--- src/rtl/ctba_pkg.sv ---
// Package with constants, types and adjacency tables for the cube-map tile border address core.
`timescale 1ns / 1ps
package ctba_pkg;

	localparam int MAX_TILE_SIZE_DEF      = 1024;
	localparam int MAX_BORDER_DEF         = 16;
	localparam int MAX_TILES_PER_SIDE_DEF = 16;

	// Configuration register indexes.
	localparam logic [2:0] REG_TILE_WIDTH     = 3'd0;
	localparam logic [2:0] REG_TILE_HEIGHT    = 3'd1;
	localparam logic [2:0] REG_BORDER_WIDTH   = 3'd2;
	localparam logic [2:0] REG_TILES_PER_SIDE = 3'd3;
	localparam logic [2:0] REG_FACE_MASK      = 3'd4;

	// Tile edge codes.
	localparam logic [1:0] EDGE_LEFT   = 2'd0;
	localparam logic [1:0] EDGE_RIGHT  = 2'd1;
	localparam logic [1:0] EDGE_TOP    = 2'd2;
	localparam logic [1:0] EDGE_BOTTOM = 2'd3;

	// One adjacency entry: neighbor face, its edge, and the two flip bits.
	typedef struct packed {
		logic [2:0] face;
		logic [1:0] edge_id;
		logic       fu;
		logic       fv;
	} adj_t;

	function automatic adj_t adj_lookup(input logic [2:0] face, input logic [1:0] side);
		adj_t r;
		r = '0;
		case ({face, side})
			{3'd0, 2'd0}: r = '{3'd2, 2'd2, 1'b0, 1'b0};
			{3'd0, 2'd1}: r = '{3'd4, 2'd2, 1'b0, 1'b1};
			{3'd0, 2'd2}: r = '{3'd3, 2'd2, 1'b1, 1'b0};
			{3'd0, 2'd3}: r = '{3'd1, 2'd2, 1'b0, 1'b0};
			{3'd1, 2'd0}: r = '{3'd2, 2'd1, 1'b0, 1'b0};
			{3'd1, 2'd1}: r = '{3'd4, 2'd0, 1'b0, 1'b0};
			{3'd1, 2'd2}: r = '{3'd0, 2'd3, 1'b0, 1'b0};
			{3'd1, 2'd3}: r = '{3'd5, 2'd2, 1'b0, 1'b0};
			{3'd2, 2'd0}: r = '{3'd3, 2'd1, 1'b0, 1'b0};
			{3'd2, 2'd1}: r = '{3'd1, 2'd0, 1'b0, 1'b0};
			{3'd2, 2'd2}: r = '{3'd0, 2'd0, 1'b0, 1'b0};
			{3'd2, 2'd3}: r = '{3'd5, 2'd0, 1'b0, 1'b1};
			{3'd3, 2'd0}: r = '{3'd4, 2'd1, 1'b0, 1'b0};
			{3'd3, 2'd1}: r = '{3'd2, 2'd0, 1'b0, 1'b0};
			{3'd3, 2'd2}: r = '{3'd0, 2'd2, 1'b1, 1'b0};
			{3'd3, 2'd3}: r = '{3'd5, 2'd3, 1'b1, 1'b0};
			{3'd4, 2'd0}: r = '{3'd1, 2'd1, 1'b0, 1'b0};
			{3'd4, 2'd1}: r = '{3'd3, 2'd0, 1'b0, 1'b0};
			{3'd4, 2'd2}: r = '{3'd0, 2'd1, 1'b0, 1'b1};
			{3'd4, 2'd3}: r = '{3'd5, 2'd1, 1'b0, 1'b0};
			{3'd5, 2'd0}: r = '{3'd2, 2'd3, 1'b0, 1'b1};
			{3'd5, 2'd1}: r = '{3'd4, 2'd3, 1'b0, 1'b0};
			{3'd5, 2'd2}: r = '{3'd1, 2'd3, 1'b0, 1'b0};
			{3'd5, 2'd3}: r = '{3'd3, 2'd3, 1'b1, 1'b0};
			default: r = '0;
		endcase
		return r;
	endfunction

endpackage

--- src/rtl/cubemap_tile_border_address_core.sv ---
// Cube-map tile border address core: pipelined source address generator.
//
//   port group   dir   fields (low bit first)
//   s_axis_*     in    tdata: face[2:0], tile_index[10:3], out_x[21:11], out_y[32:22]
//   m_axis_*     out   tdata: src_face[2:0], src_tile[10:3], src_x[20:11], src_y[30:21]
//   cfg_*        in    write enable, register index, 11-bit data
//
// Four register stages; one transfer per clock while the output is not stalled.
// The throughput is set by the stage chain, each stage holding narrow
// adds, compares and small multiplies. Reset (arst_n) clears the valid bits
// and loads the register reset values. On an output stall a stage freezes only
// while it and all later stages hold items; an empty stage still fills, so bubbles close.
`timescale 1ns / 1ps
module cubemap_tile_border_address_core
	import ctba_pkg::*;
#(
	parameter int MAX_TILE_SIZE      = MAX_TILE_SIZE_DEF,
	parameter int MAX_BORDER         = MAX_BORDER_DEF,
	parameter int MAX_TILES_PER_SIDE = MAX_TILES_PER_SIDE_DEF
) (
	input  logic        clk,
	input  logic        arst_n,
	input  logic        s_axis_tvalid,
	output logic        s_axis_tready,
	// face[2:0], tile_index[10:3], out_x[21:11], out_y[32:22], zero fill
	input  logic [39:0] s_axis_tdata,
	output logic        m_axis_tvalid,
	input  logic        m_axis_tready,
	// src_face[2:0], src_tile[10:3], src_x[20:11], src_y[30:21], zero fill
	output logic [31:0] m_axis_tdata,
	input  logic        cfg_we,
	input  logic [2:0]  cfg_index,
	input  logic [10:0] cfg_data
);

	// Signed working width covers coordinates and tile products.
	localparam int SW = 16;

	// Configuration registers.
	logic [10:0] tile_width_q, tile_height_q;
	logic [4:0]  border_width_q, tiles_per_side_q;
	logic [5:0]  face_mask_q;

	always_ff @(posedge clk or negedge arst_n) begin
		if (!arst_n) begin
			tile_width_q     <= 11'd256;
			tile_height_q    <= 11'd256;
			border_width_q   <= 5'd2;
			tiles_per_side_q <= 5'd4;
			face_mask_q      <= 6'h3f;
		end else if (cfg_we) begin
			case (cfg_index)
				REG_TILE_WIDTH:     tile_width_q     <= cfg_data;
				REG_TILE_HEIGHT:    tile_height_q    <= cfg_data;
				REG_BORDER_WIDTH:   border_width_q   <= cfg_data[4:0];
				REG_TILES_PER_SIDE: tiles_per_side_q <= cfg_data[4:0];
				REG_FACE_MASK:      face_mask_q      <= cfg_data[5:0];
				default: ;
			endcase
		end
	end

	// Face mask widened so that any 3-bit face code indexes it; codes 6 and 7 read as absent.
	logic [7:0] mask_ext;
	assign mask_ext = {2'b00, face_mask_q};

	// Saturated configuration values.
	logic signed [SW-1:0] w_c, h_c, b_c, n_c;
	always_comb begin
		w_c = (tile_width_q == 11'd0) ? SW'(1) :
			(32'(tile_width_q) > MAX_TILE_SIZE ? SW'(MAX_TILE_SIZE) : SW'(tile_width_q));
		h_c = (tile_height_q == 11'd0) ? SW'(1) :
			(32'(tile_height_q) > MAX_TILE_SIZE ? SW'(MAX_TILE_SIZE) : SW'(tile_height_q));
		b_c = 32'(border_width_q) > MAX_BORDER ? SW'(MAX_BORDER) : SW'(border_width_q);
		n_c = (tiles_per_side_q == 5'd0) ? SW'(1) :
			(32'(tiles_per_side_q) > MAX_TILES_PER_SIDE ? SW'(MAX_TILES_PER_SIDE) :
			SW'(tiles_per_side_q));
	end

	// Pipeline advance: each stage moves when the one after can take it.
	logic v_s1, v_s2, v_s3, v_s4;
	logic en1, en2, en3, en4;
	assign en4 = !v_s4 || m_axis_tready;
	assign en3 = !v_s3 || en4;
	assign en2 = !v_s2 || en3;
	assign en1 = !v_s1 || en2;
	assign s_axis_tready = en1;

	always_ff @(posedge clk or negedge arst_n) begin
		if (!arst_n) begin
			v_s1 <= 1'b0; v_s2 <= 1'b0; v_s3 <= 1'b0; v_s4 <= 1'b0;
		end else begin
			if (en1) v_s1 <= s_axis_tvalid;
			if (en2) v_s2 <= v_s1;
			if (en3) v_s3 <= v_s2;
			if (en4) v_s4 <= v_s3;
		end
	end

	// Stage 1: saturate the pixel position, relative coordinates, own-tile check.
	logic [2:0]  face_in;
	logic [7:0]  tile_in;
	logic signed [SW-1:0] ox_in, oy_in, xmax, ymax, ox_c, oy_c;
	assign face_in = s_axis_tdata[2:0];
	assign tile_in = s_axis_tdata[10:3];
	assign ox_in   = SW'(s_axis_tdata[21:11]);
	assign oy_in   = SW'(s_axis_tdata[32:22]);
	assign xmax    = SW'(w_c + 2 * b_c - 1);
	assign ymax    = SW'(h_c + 2 * b_c - 1);
	assign ox_c    = ox_in > xmax ? xmax : ox_in;
	assign oy_c    = oy_in > ymax ? ymax : oy_in;

	logic [2:0]  face_s1;
	logic [7:0]  tile_s1;
	logic signed [SW-1:0] ox_s1, oy_s1, rx_s1, ry_s1;
	logic [1:0]  cx_s1, cy_s1; // bit1 = negative, bit0 = positive
	logic        own_s1;
	logic [4:0]  tx_s1, ty_s1;

	// Tile row and column by stepping over the at most MAX_TILES_PER_SIDE rows (sixteen by default).
	logic [4:0] tx_d, ty_d;
	always_comb begin
		tx_d = '0;
		ty_d = '0;
		for (int r = 0; r < MAX_TILES_PER_SIDE; r++) begin
			if (SW'(tile_in) >= SW'(r) * n_c && SW'(tile_in) < SW'(r + 1) * n_c) begin
				ty_d = 5'(r);
				tx_d = 5'(SW'(tile_in) - SW'(r) * n_c);
			end
		end
	end

	always_ff @(posedge clk) begin
		if (en1) begin
			face_s1 <= face_in;
			tile_s1 <= tile_in;
			ox_s1   <= ox_c;
			oy_s1   <= oy_c;
			rx_s1   <= ox_c - b_c;
			ry_s1   <= oy_c - b_c;
			cx_s1   <= {ox_c < b_c, ox_c - b_c >= w_c};
			cy_s1   <= {oy_c < b_c, oy_c - b_c >= h_c};
			own_s1  <= face_in < 3'd6 && mask_ext[face_in] && SW'(tile_in) < n_c * n_c;
			tx_s1   <= tx_d;
			ty_s1   <= ty_d;
		end
	end

	// Stage 2: pick the case, look up adjacency and form the flipped tile row or column.
	logic signed [SW-1:0] nx, ny;
	logic in_face, is_side;
	logic [1:0] side;
	adj_t adj;
	always_comb begin
		nx = SW'(tx_s1) + (cx_s1[1] ? -SW'(1) : (cx_s1[0] ? SW'(1) : SW'(0)));
		ny = SW'(ty_s1) + (cy_s1[1] ? -SW'(1) : (cy_s1[0] ? SW'(1) : SW'(0)));
		in_face = nx >= 0 && nx < n_c && ny >= 0 && ny < n_c;
		is_side = (cx_s1 == 2'b00) || (cy_s1 == 2'b00);
		side = cx_s1[1] ? EDGE_LEFT : (cx_s1[0] ? EDGE_RIGHT :
			(cy_s1[1] ? EDGE_TOP : EDGE_BOTTOM));
		adj = adj_lookup(face_s1, side);
	end

	// Modes: own tile clamp, inner neighbor, adjacent face.
	logic [1:0] mode_s2;
	localparam logic [1:0] MODE_OWN = 2'd0, MODE_INNER = 2'd1, MODE_ADJ = 2'd2;
	logic [2:0] face_s2;
	logic [7:0] tile_s2;
	logic signed [SW-1:0] ox_s2, oy_s2, rx_s2, ry_s2, nx_s2, ny_s2, tt_s2;
	logic [1:0] cx_s2, cy_s2, side_s2;
	adj_t adj_s2;

	always_ff @(posedge clk) begin
		if (en2) begin
			if (own_s1 && (cx_s1 != 2'b00 || cy_s1 != 2'b00) && in_face)
				mode_s2 <= MODE_INNER;
			else if (own_s1 && (cx_s1 != 2'b00 || cy_s1 != 2'b00) && is_side &&
				mask_ext[adj.face])
				mode_s2 <= MODE_ADJ;
			else
				mode_s2 <= MODE_OWN;
			face_s2 <= face_s1;
			tile_s2 <= tile_s1;
			ox_s2   <= ox_s1;
			oy_s2   <= oy_s1;
			rx_s2   <= rx_s1;
			ry_s2   <= ry_s1;
			nx_s2   <= nx;
			ny_s2   <= ny;
			cx_s2   <= cx_s1;
			cy_s2   <= cy_s1;
			side_s2 <= side;
			adj_s2  <= adj;
			// Flipped tile row or column along the shared edge.
			begin
				logic tflip;
				logic signed [SW-1:0] t;
				tflip = adj.edge_id < 2'd2 ? adj.fv : adj.fu;
				t = side < 2'd2 ? SW'(ty_s1) : SW'(tx_s1);
				tt_s2 <= tflip ? SW'(n_c - 1 - t) : t;
			end
		end
	end

	// Stage 3: source tile products and unclamped source coordinates.
	logic [2:0] sf_s3;
	logic [7:0] st_s3;
	logic signed [SW-1:0] sx_s3, sy_s3;
	logic signed [SW-1:0] d, a, sx_d, sy_d, st_d;
	logic near, pflip;
	always_comb begin
		near  = side_s2 == EDGE_LEFT || side_s2 == EDGE_TOP;
		pflip = (side_s2 < 2'd2 || adj_s2.edge_id < 2'd2) ? adj_s2.fv : adj_s2.fu;
		a     = side_s2 < 2'd2 ? ry_s2 : rx_s2;
		case (side_s2)
			EDGE_LEFT:  d = ox_s2;
			EDGE_RIGHT: d = rx_s2 - w_c;
			EDGE_TOP:   d = oy_s2;
			default:    d = ry_s2 - h_c;
		endcase
		sx_d = rx_s2;
		sy_d = ry_s2;
		st_d = SW'(tile_s2);
		case (mode_s2)
			MODE_INNER: begin
				st_d = ny_s2 * n_c + nx_s2;
				sx_d = rx_s2 - (cx_s2[1] ? -w_c : (cx_s2[0] ? w_c : SW'(0)));
				sy_d = ry_s2 - (cy_s2[1] ? -h_c : (cy_s2[0] ? h_c : SW'(0)));
			end
			MODE_ADJ: begin
				case (adj_s2.edge_id)
					EDGE_LEFT: begin
						st_d = SW'(tt_s2 * n_c + n_c - 1);
						sx_d = near ? SW'(b_c - 1 - d) : d;
						sy_d = pflip ? SW'(h_c - 1 - a) : a;
					end
					EDGE_RIGHT: begin
						st_d = tt_s2 * n_c;
						sx_d = near ? w_c - b_c + d : SW'(w_c - 1 - d);
						sy_d = pflip ? SW'(h_c - 1 - a) : a;
					end
					EDGE_TOP: begin
						st_d = SW'((n_c - 1) * n_c + tt_s2);
						sy_d = near ? SW'(b_c - 1 - d) : d;
						sx_d = pflip ? SW'(w_c - 1 - a) : a;
					end
					default: begin
						st_d = tt_s2;
						sy_d = near ? h_c - b_c + d : SW'(h_c - 1 - d);
						sx_d = pflip ? SW'(w_c - 1 - a) : a;
					end
				endcase
			end
			default: ;
		endcase
	end

	always_ff @(posedge clk) begin
		if (en3) begin
			sf_s3 <= mode_s2 == MODE_ADJ ? adj_s2.face : face_s2;
			st_s3 <= st_d[7:0];
			sx_s3 <= sx_d;
			sy_s3 <= sy_d;
		end
	end

	// Stage 4: clamp into the source tile and register the result.
	logic [2:0] sf_s4;
	logic [7:0] st_s4;
	logic [9:0] sx_s4, sy_s4;
	logic signed [SW-1:0] sxc, syc, wm1, hm1;
	assign wm1 = SW'(w_c - 1);
	assign hm1 = SW'(h_c - 1);
	assign sxc = sx_s3 < 0 ? SW'(0) : (sx_s3 > wm1 ? wm1 : sx_s3);
	assign syc = sy_s3 < 0 ? SW'(0) : (sy_s3 > hm1 ? hm1 : sy_s3);

	always_ff @(posedge clk) begin
		if (en4) begin
			sf_s4 <= sf_s3;
			st_s4 <= st_s3;
			sx_s4 <= sxc[9:0];
			sy_s4 <= syc[9:0];
		end
	end

	assign m_axis_tvalid = v_s4;
	assign m_axis_tdata  = {1'b0, sy_s4, sx_s4, st_s4, sf_s4};

	// Checks on pipeline flow.
	a_hold: assert property (@(posedge clk) disable iff (!arst_n)
		v_s4 && !m_axis_tready |=> v_s4 && $stable(m_axis_tdata))
		else $error("output item changed under stall");
	a_ready: assert property (@(posedge clk) disable iff (!arst_n)
		!v_s1 |-> s_axis_tready)
		else $error("input blocked with empty first stage");
	a_fill: assert property (@(posedge clk) disable iff (!arst_n)
		s_axis_tvalid && s_axis_tready |=> v_s1)
		else $error("accepted item lost");
	a_face: assert property (@(posedge clk) disable iff (!arst_n)
		v_s3 && mode_s2 == MODE_ADJ && en3 |=> sf_s3 < 3'd6)
		else $error("adjacent face out of range");

	logic unused_ok;
	assign unused_ok = ^s_axis_tdata[39:33];

endmodule
--- config.mk ---
export PLATFORM = sky130hd
export DESIGN_NAME = cubemap_tile_border_address_core
export DESIGN_NICKNAME = d
export VERILOG_FILES = /design/src/rtl/ctba_pkg.sv /design/src/rtl/cubemap_tile_border_address_core.sv
export SDC_FILE = /design/constraint.sdc
export NUM_CORES = 1
export LEC_CHECK = 0
export BUFFER_PORTS_ARGS = -buffer_cell sky130_fd_sc_hd__buf_2
export CORE_MARGIN = 3
export CORE_UTILIZATION = 47
export CTS_BUF_LIST = sky130_fd_sc_hd__clkbuf_4
export DETAILED_ROUTE_END_ITERATION = 7
export SLEW_MARGIN = 20
export SYNTH_ARGS = -nofsm -noshare
export SYNTH_HDL_FRONTEND = slang
export SYNTH_SLANG_ARGS = --single-unit
--- constraint.sdc ---
create_clock -name clk -period 10.1 [get_ports clk]
set_input_delay 1.515 -clock clk [delete_from_list [all_inputs] [get_ports clk]]
set_output_delay 1.515 -clock clk [all_outputs]
set_load 0.02 [all_outputs]
; After elaboration in Yosys (flattened, before gate mapping)
; Memories as Yosys holds them, arrays and structs flattened.
; Index checks and enable logic that the tools add are counted.
[totals]
register_bits = 336
latch_bits = 0
ram_bits = 0
romBits = 224
in_bits = 59
elab_cells = 313
memories = 1
[memory_table]
columns = name, words, width, read_ports, rd_clocked_by_memory_dff, write_ports, line_no
row1 = (no name shown), 32, 7, 1, 0, 0, ctba_pkg.sv:33  ; case ({face, side})
[classes]
add_sub_neg = 47
n_mul = 16
div = 0
order_cmp = 58
eq_ne = 10
shift = 0
n_mux = 75
n_bitwise = 0
n_reduce_logical = 57
[op_table]
columns = cell, n
row1 = $mux W16, 13
row2 = $pmux W16 S2, 4
row3 = $mux W5, 20
row4 = $sub A5 B5 Y5, 15
row5 = $lt A8 B9 Y1, 8
row6 = $mux W11, 6
row7 = $lt A16 B6 Y1, 4
row8 = $sub A12 B16 Y16, 4
row9 = $ge A8 B9 Y1, 7
row10 = $mul A16 B6 Y8, 3
row11 = $pmux W16 S3, 1
row12 = $mul A4 B5 Y9 const A, 4
row13 = $add A12 B16 Y16, 2
row14 = $add A5 B16 Y16, 2
row15 = $ge A16 B1 Y1 const B, 2
row16 = $ge A16 B12 Y1, 2
row17 = $ge A8 B8 Y1, 4
row18 = $gt A16 B12 Y1, 2
row19 = $lt A16 B1 Y1 const B, 2
row20 = $lt A8 B8 Y1, 4
row21 = $mul A3 B5 Y8 const A, 4
row22 = $neg A11 Y16, 2
row23 = $sub A16 B12 Y16, 2
row24 = $sub A16 B16 Y16, 2
row25 = other kinds (54), 144

; Depth between registers and ports, before layout
[logic_depth]
ltp_word = 21
mapped_depth = 40
ltp_nobuf = 37

; Worst setup path after synthesis
; OpenSTA, ideal clock, no wires.
[synth_path]
path_kind = reg2reg
start = reg tile_width_q[8]
end = reg cx_s1[0], data pin
setup_time_ns = 0.264
t_arrival_ns = 6.983
required_time_ns = 9.836
setup_slack_ns = 2.852
path_stages_with_launch = 37
period_less_slack_ns = 7.248
path_cell_list = dfstp_2 nor3_1 nor2b_1 nand2_1 nor2_1 o21ai_0 inv_1 ha_1 fa_1 a21oi_1 o21ai_1 a2111oi_2 nor2_1 xnor2_1 inv_1 ha_1 nand4_1 nor3_1 nand2_1 a211o_1 a21oi_4 buf_2 nor2_1 a21o_1 ha_1 fa_1 inv_1 ha_1 a21o_1 a21o_1 a21o_1 a21o_1 a21o_1 a21oi_1 o21ai_0 o2111ai_1 a31oi_1
[synth_via]
elab_chain_cells = 9
elab_cells_between_ends = 10
classes_between = add/sub (3) / order compare (3) / mux (3) / reduce/logical (1)
[synth_rtl]
columns = element, line_no
row1 = start: declaration, cubemap_tile_border_address_core.sv:40  ; logic [10:0] tile_width_q, tile_height_q;
row2 = start signal: assignment, cubemap_tile_border_address_core.sv:53  ; REG_TILE_WIDTH: tile_width_q <= cfg_data;
row3 = $gt A11 B11 Y1, cubemap_tile_border_address_core.sv:71  ; (32'(tile_width_q) > MAX_TILE_SIZE ? SW'(MAX_TILE_SIZE) : SW'(tile_width_q));
row4 = $mux W11, cubemap_tile_border_address_core.sv:71
row5 = $mux W11 (*), cubemap_tile_border_address_core.sv:70  ; w_c = (tile_width_q == 11'd0) ? SW'(1) :
row6 = $add A11 B6 Y12, cubemap_tile_border_address_core.sv:108  ; assign xmax = SW'(w_c + 2 * b_c - 1);
row7 = $sub A12 B1 Y13, cubemap_tile_border_address_core.sv:108
row8 = $gt A12 B13 Y1, cubemap_tile_border_address_core.sv:110  ; assign ox_c = ox_in > xmax ? xmax : ox_in;
row9 = $mux W16, cubemap_tile_border_address_core.sv:110
row10 = $sub A16 B6 Y16, cubemap_tile_border_address_core.sv:141  ; cx_s1 <= {ox_c < b_c, ox_c - b_c >= w_c};
row11 = $ge A16 B12 Y1 (*), cubemap_tile_border_address_core.sv:141
row12 = end signal: assignment, cubemap_tile_border_address_core.sv:141
row13 = end: declaration, cubemap_tile_border_address_core.sv:116  ; logic [1:0] cx_s1, cy_s1;
; Mark *: on every way between the ends. The rest lies on a longest branch, timed or not.
; A chain may end at the register's enable or synchronous reset.

; Final worst setup path
[layout_path]
start = reg tile_width_q[10]
end = reg cx_s1[0], data pin
[layout_via]
elab_chain_cells = 9
elab_cells_between_ends = 10
classes_between = add/sub (3) / order compare (3) / mux (3) / reduce/logical (1)
[layout_rtl]
columns = element, line_no
row1 = $gt A11 B11 Y1, cubemap_tile_border_address_core.sv:71
row2 = $mux W11, cubemap_tile_border_address_core.sv:71
row3 = $mux W11 (*), cubemap_tile_border_address_core.sv:70
row4 = $add A11 B6 Y12 (*), cubemap_tile_border_address_core.sv:108
row5 = $sub A12 B1 Y13 (*), cubemap_tile_border_address_core.sv:108
row6 = $gt A12 B13 Y1, cubemap_tile_border_address_core.sv:110
row7 = $mux W16 (*), cubemap_tile_border_address_core.sv:110
row8 = via ox_c[2], cubemap_tile_border_address_core.sv:103  ; logic signed [SW-1:0] ox_in, oy_in, xmax, ymax, ox_c, oy_c;
row9 = $sub A16 B6 Y16 (*), cubemap_tile_border_address_core.sv:141
row10 = $ge A16 B12 Y1 (*), cubemap_tile_border_address_core.sv:141
; The timed path passes the listed nets; every way through them passes the cells marked *.

==> metrics <==
Synth cell types=104; Avg Cell Area, Syn=9.06 um2; Setup Skew=45.9 ps; Die H=282 um; Synth area leaders=edfxtp_1, ha_1, fa_1, xnor2_1, inv_1; Req. time, crit path=10640 ps; # hold bufs at CTS=0; DP HPWL=90300 um; IO Pins=93; DIE AREA=79500 um2; Adder-Cell Fraction of Synth Area=24.8%; post-route antenna net violation count=0; post-cts resize count=0; number of synthesized flops with an enable pin=264; Clock Path Buffers=3; total track usage=29.2%; Storage cell area=8990 um2; Hold Path Sink=ry_s2[2]$_DFFE_PP_; Critical Path Fanout Max=27; critical path startpoint category=flop; clock period minus worst slack=8430 ps; Arr. time, crit path=8960 ps; row cnt=100; outcome=complete, no violations; Via Count=30200; post-synthesis compound-gate area fraction=19.1%; Synth Instances=3949; slowest cell on the critical path=a21oi_1; antenna violations before repair=3; Post-Syn Area=35800 um2; flops & latches, synth=306; Clk Latency, worst-skew pair=830 ps; crit end category=flop; Synth Area in XOR/XNOR=7.60%; Crit Path Class=flop to flop; yosys warns=0; fin. max-slew vios=0; worst hold path class=flop to flop; drt first pass iters=6; register area share after synthesis=25.1%; nets=4766; first-pass GRT wire length=175000 um; drt initial violations=2757; Fill cells=7150; share of cells above drive strength 1=9.27%; cts bufs inserted=85; cells on worst reg2reg path=31; Routed WL per cell=22.7 um; Post-synth top cells=ha_1, inv_1, nand2_1; Multi-input gate area=25000 um2; setup TNS=0 ps; Initial Utilization=47.7%; post-DR vias/cell=5.91; area share of the largest cell type after synthesis=22.2%; Worst slew margin=12.3%; total grt overflow=0; mux contribution to synthesized area=4.11%; most frequent cell on the critical path=ha_1; largest family of logic cells by synthesized area=adder cells; number of post-CTS setup repair buffers=0; Post-route DRC=0; Max Clk Rate=119 MHz; clk slew on worst S/H paths=70 ps; largest net degree at the start of global routing=63; RSZ-0062 raised after global routing=false; most numerous cell in the Yosys netlist=ha_1; GP Congestion=0.961; H-tree depth=3; crit-path max cell delay=550 ps; max_cap viols=0; total clock sinks=306; reg2reg start=tile_width_q[10]$_DFFE_PN0P_; fin crit share=83.4%; final hold violations=0; vias in the first global route=28800; hold-critical path depth=0; asr flop ratio synth=13.7%; ys flop type=edfxtp_1; count of input and output buffers=84; Routed Wire Length=116000 um; # setup viols final=0; Post-Synth Simple-Gate Area=13.9%; Reg2Reg Capture Point=cx_s1[0]$_DFFE_PP_; Die X-Extent=282 um; Reg2Reg Setup Slack=1670 ps; core area=74900 um2; beginning of the worst hold path=ry_s1[2]$_DFFE_PP_; Area Growth Syn to Fin=7.73%; Synth area leader=edfxtp_1; Slew @ Worst Pin=1300 ps; CTS root buf=clkbuf_4; TritonCTS clock tree=yes
[state kept, by name, indices dropped and copies added (netlist names), 10 cells and up]
name and flops:
sx_s4 10, ry_s2 16, oy_s1 13, tile_height_q 11, ox_s2 13, ry_s1 16, tile_width_q 11, ox_s1 13
oy_s2 13, sy_s4 10, rx_s2 16, sx_s3 16, rx_s1 16, sy_s3 16
[metal layers]
| metal | track usage [%] | routed length (um) | vias up |
|---|---|---|---|
| met5 | 0 | 13 | - |
| li1 | - | - | 14600 |
| met4 | 8.04 | 3020 | 2 |
| met1 | 43.8 | 55200 | 14300 |
| met2 | 42.0 | 47200 | 1146 |
| met3 | 6.42 | 10300 | 178 |
[logic make-up (layout without fill, tap and decap cells)]
logic type / count (synthesis) / after routing
compound gates: 1026 / 1026
xor+xnor: 307 / 307
fa+ha+maj: 647 / 647
buf+inv: 494 / 668
flops: 306 / 306
mux: 122 / 122
other cells: 2 / 11
simple gates: 1045 / 1045
[area by class of cell]
type	instances	area share (%)
flip-flops and latches	306	23.3
well taps	969	3.15
repair buffers	124	1.88
diodes	1	0.00649
multi-input cells	3157	64.9
inverters	387	3.77
clock inverters	40	0.727
clock buffers	117	2.28
[per-stage QoR]
step	util, %	worst slack [ps]	instance area, um2	hold WS [ps]	cells
after global routing	51.4	952	38500	404	5101
after global placement	49.8	1870	37400	401	4943
after CTS	51.4	1810	38500	414	5100
after floorplan	-	2850	35800	400	3957
after detailed placement	49.8	1850	37400	405	4943
final	51.4	1670	38500	412	5101
[how the worst max path moves through the flow]
stage | start | end | cells after the start
after floorplan | tile_width_q[8]$_DFFE_PN1P_ | cx_s1[0]$_DFFE_PP_ | 36
after global placement | tile_width_q[10]$_DFFE_PN0P_ | cx_s1[0]$_DFFE_PP_ | 35
after detailed placement | tile_width_q[10]$_DFFE_PN0P_ | cx_s1[0]$_DFFE_PP_ | 35
after CTS | tile_width_q[10]$_DFFE_PN0P_ | cx_s1[0]$_DFFE_PP_ | 35
after global routing | tile_width_q[10]$_DFFE_PN0P_ | cx_s1[0]$_DFFE_PP_ | 36
final | tile_width_q[10]$_DFFE_PN0P_ | cx_s1[0]$_DFFE_PP_ | 31
[critical path, delay by kind of cell (launching register included)]
| family | cells | cell delay [ps] |
|---|---|---|
| compound gates | 11 | 3200 |
| flops | 1 | 360 |
| simple gates | 8 | 1340 |
| xor+xnor | 2 | 440 |
| fa+ha+maj | 6 | 2030 |
| buf+inv | 4 | 770 |
[layout by cell type, fill, tap and decap left out, types with 108 or more instances in the layout]
cell type and count:
ha_1 539, clkbuf_4 117, nor2_1 287, nand2_1 288, a21o_1 108, edfxtp_1 264, a21oi_1 236, xnor2_1 211
inv_1 382, o21ai_0 210
Power is left out: the tool's default activity adds up to more than one toggle a clock period on the data nets, which glitch-free logic cannot reach.
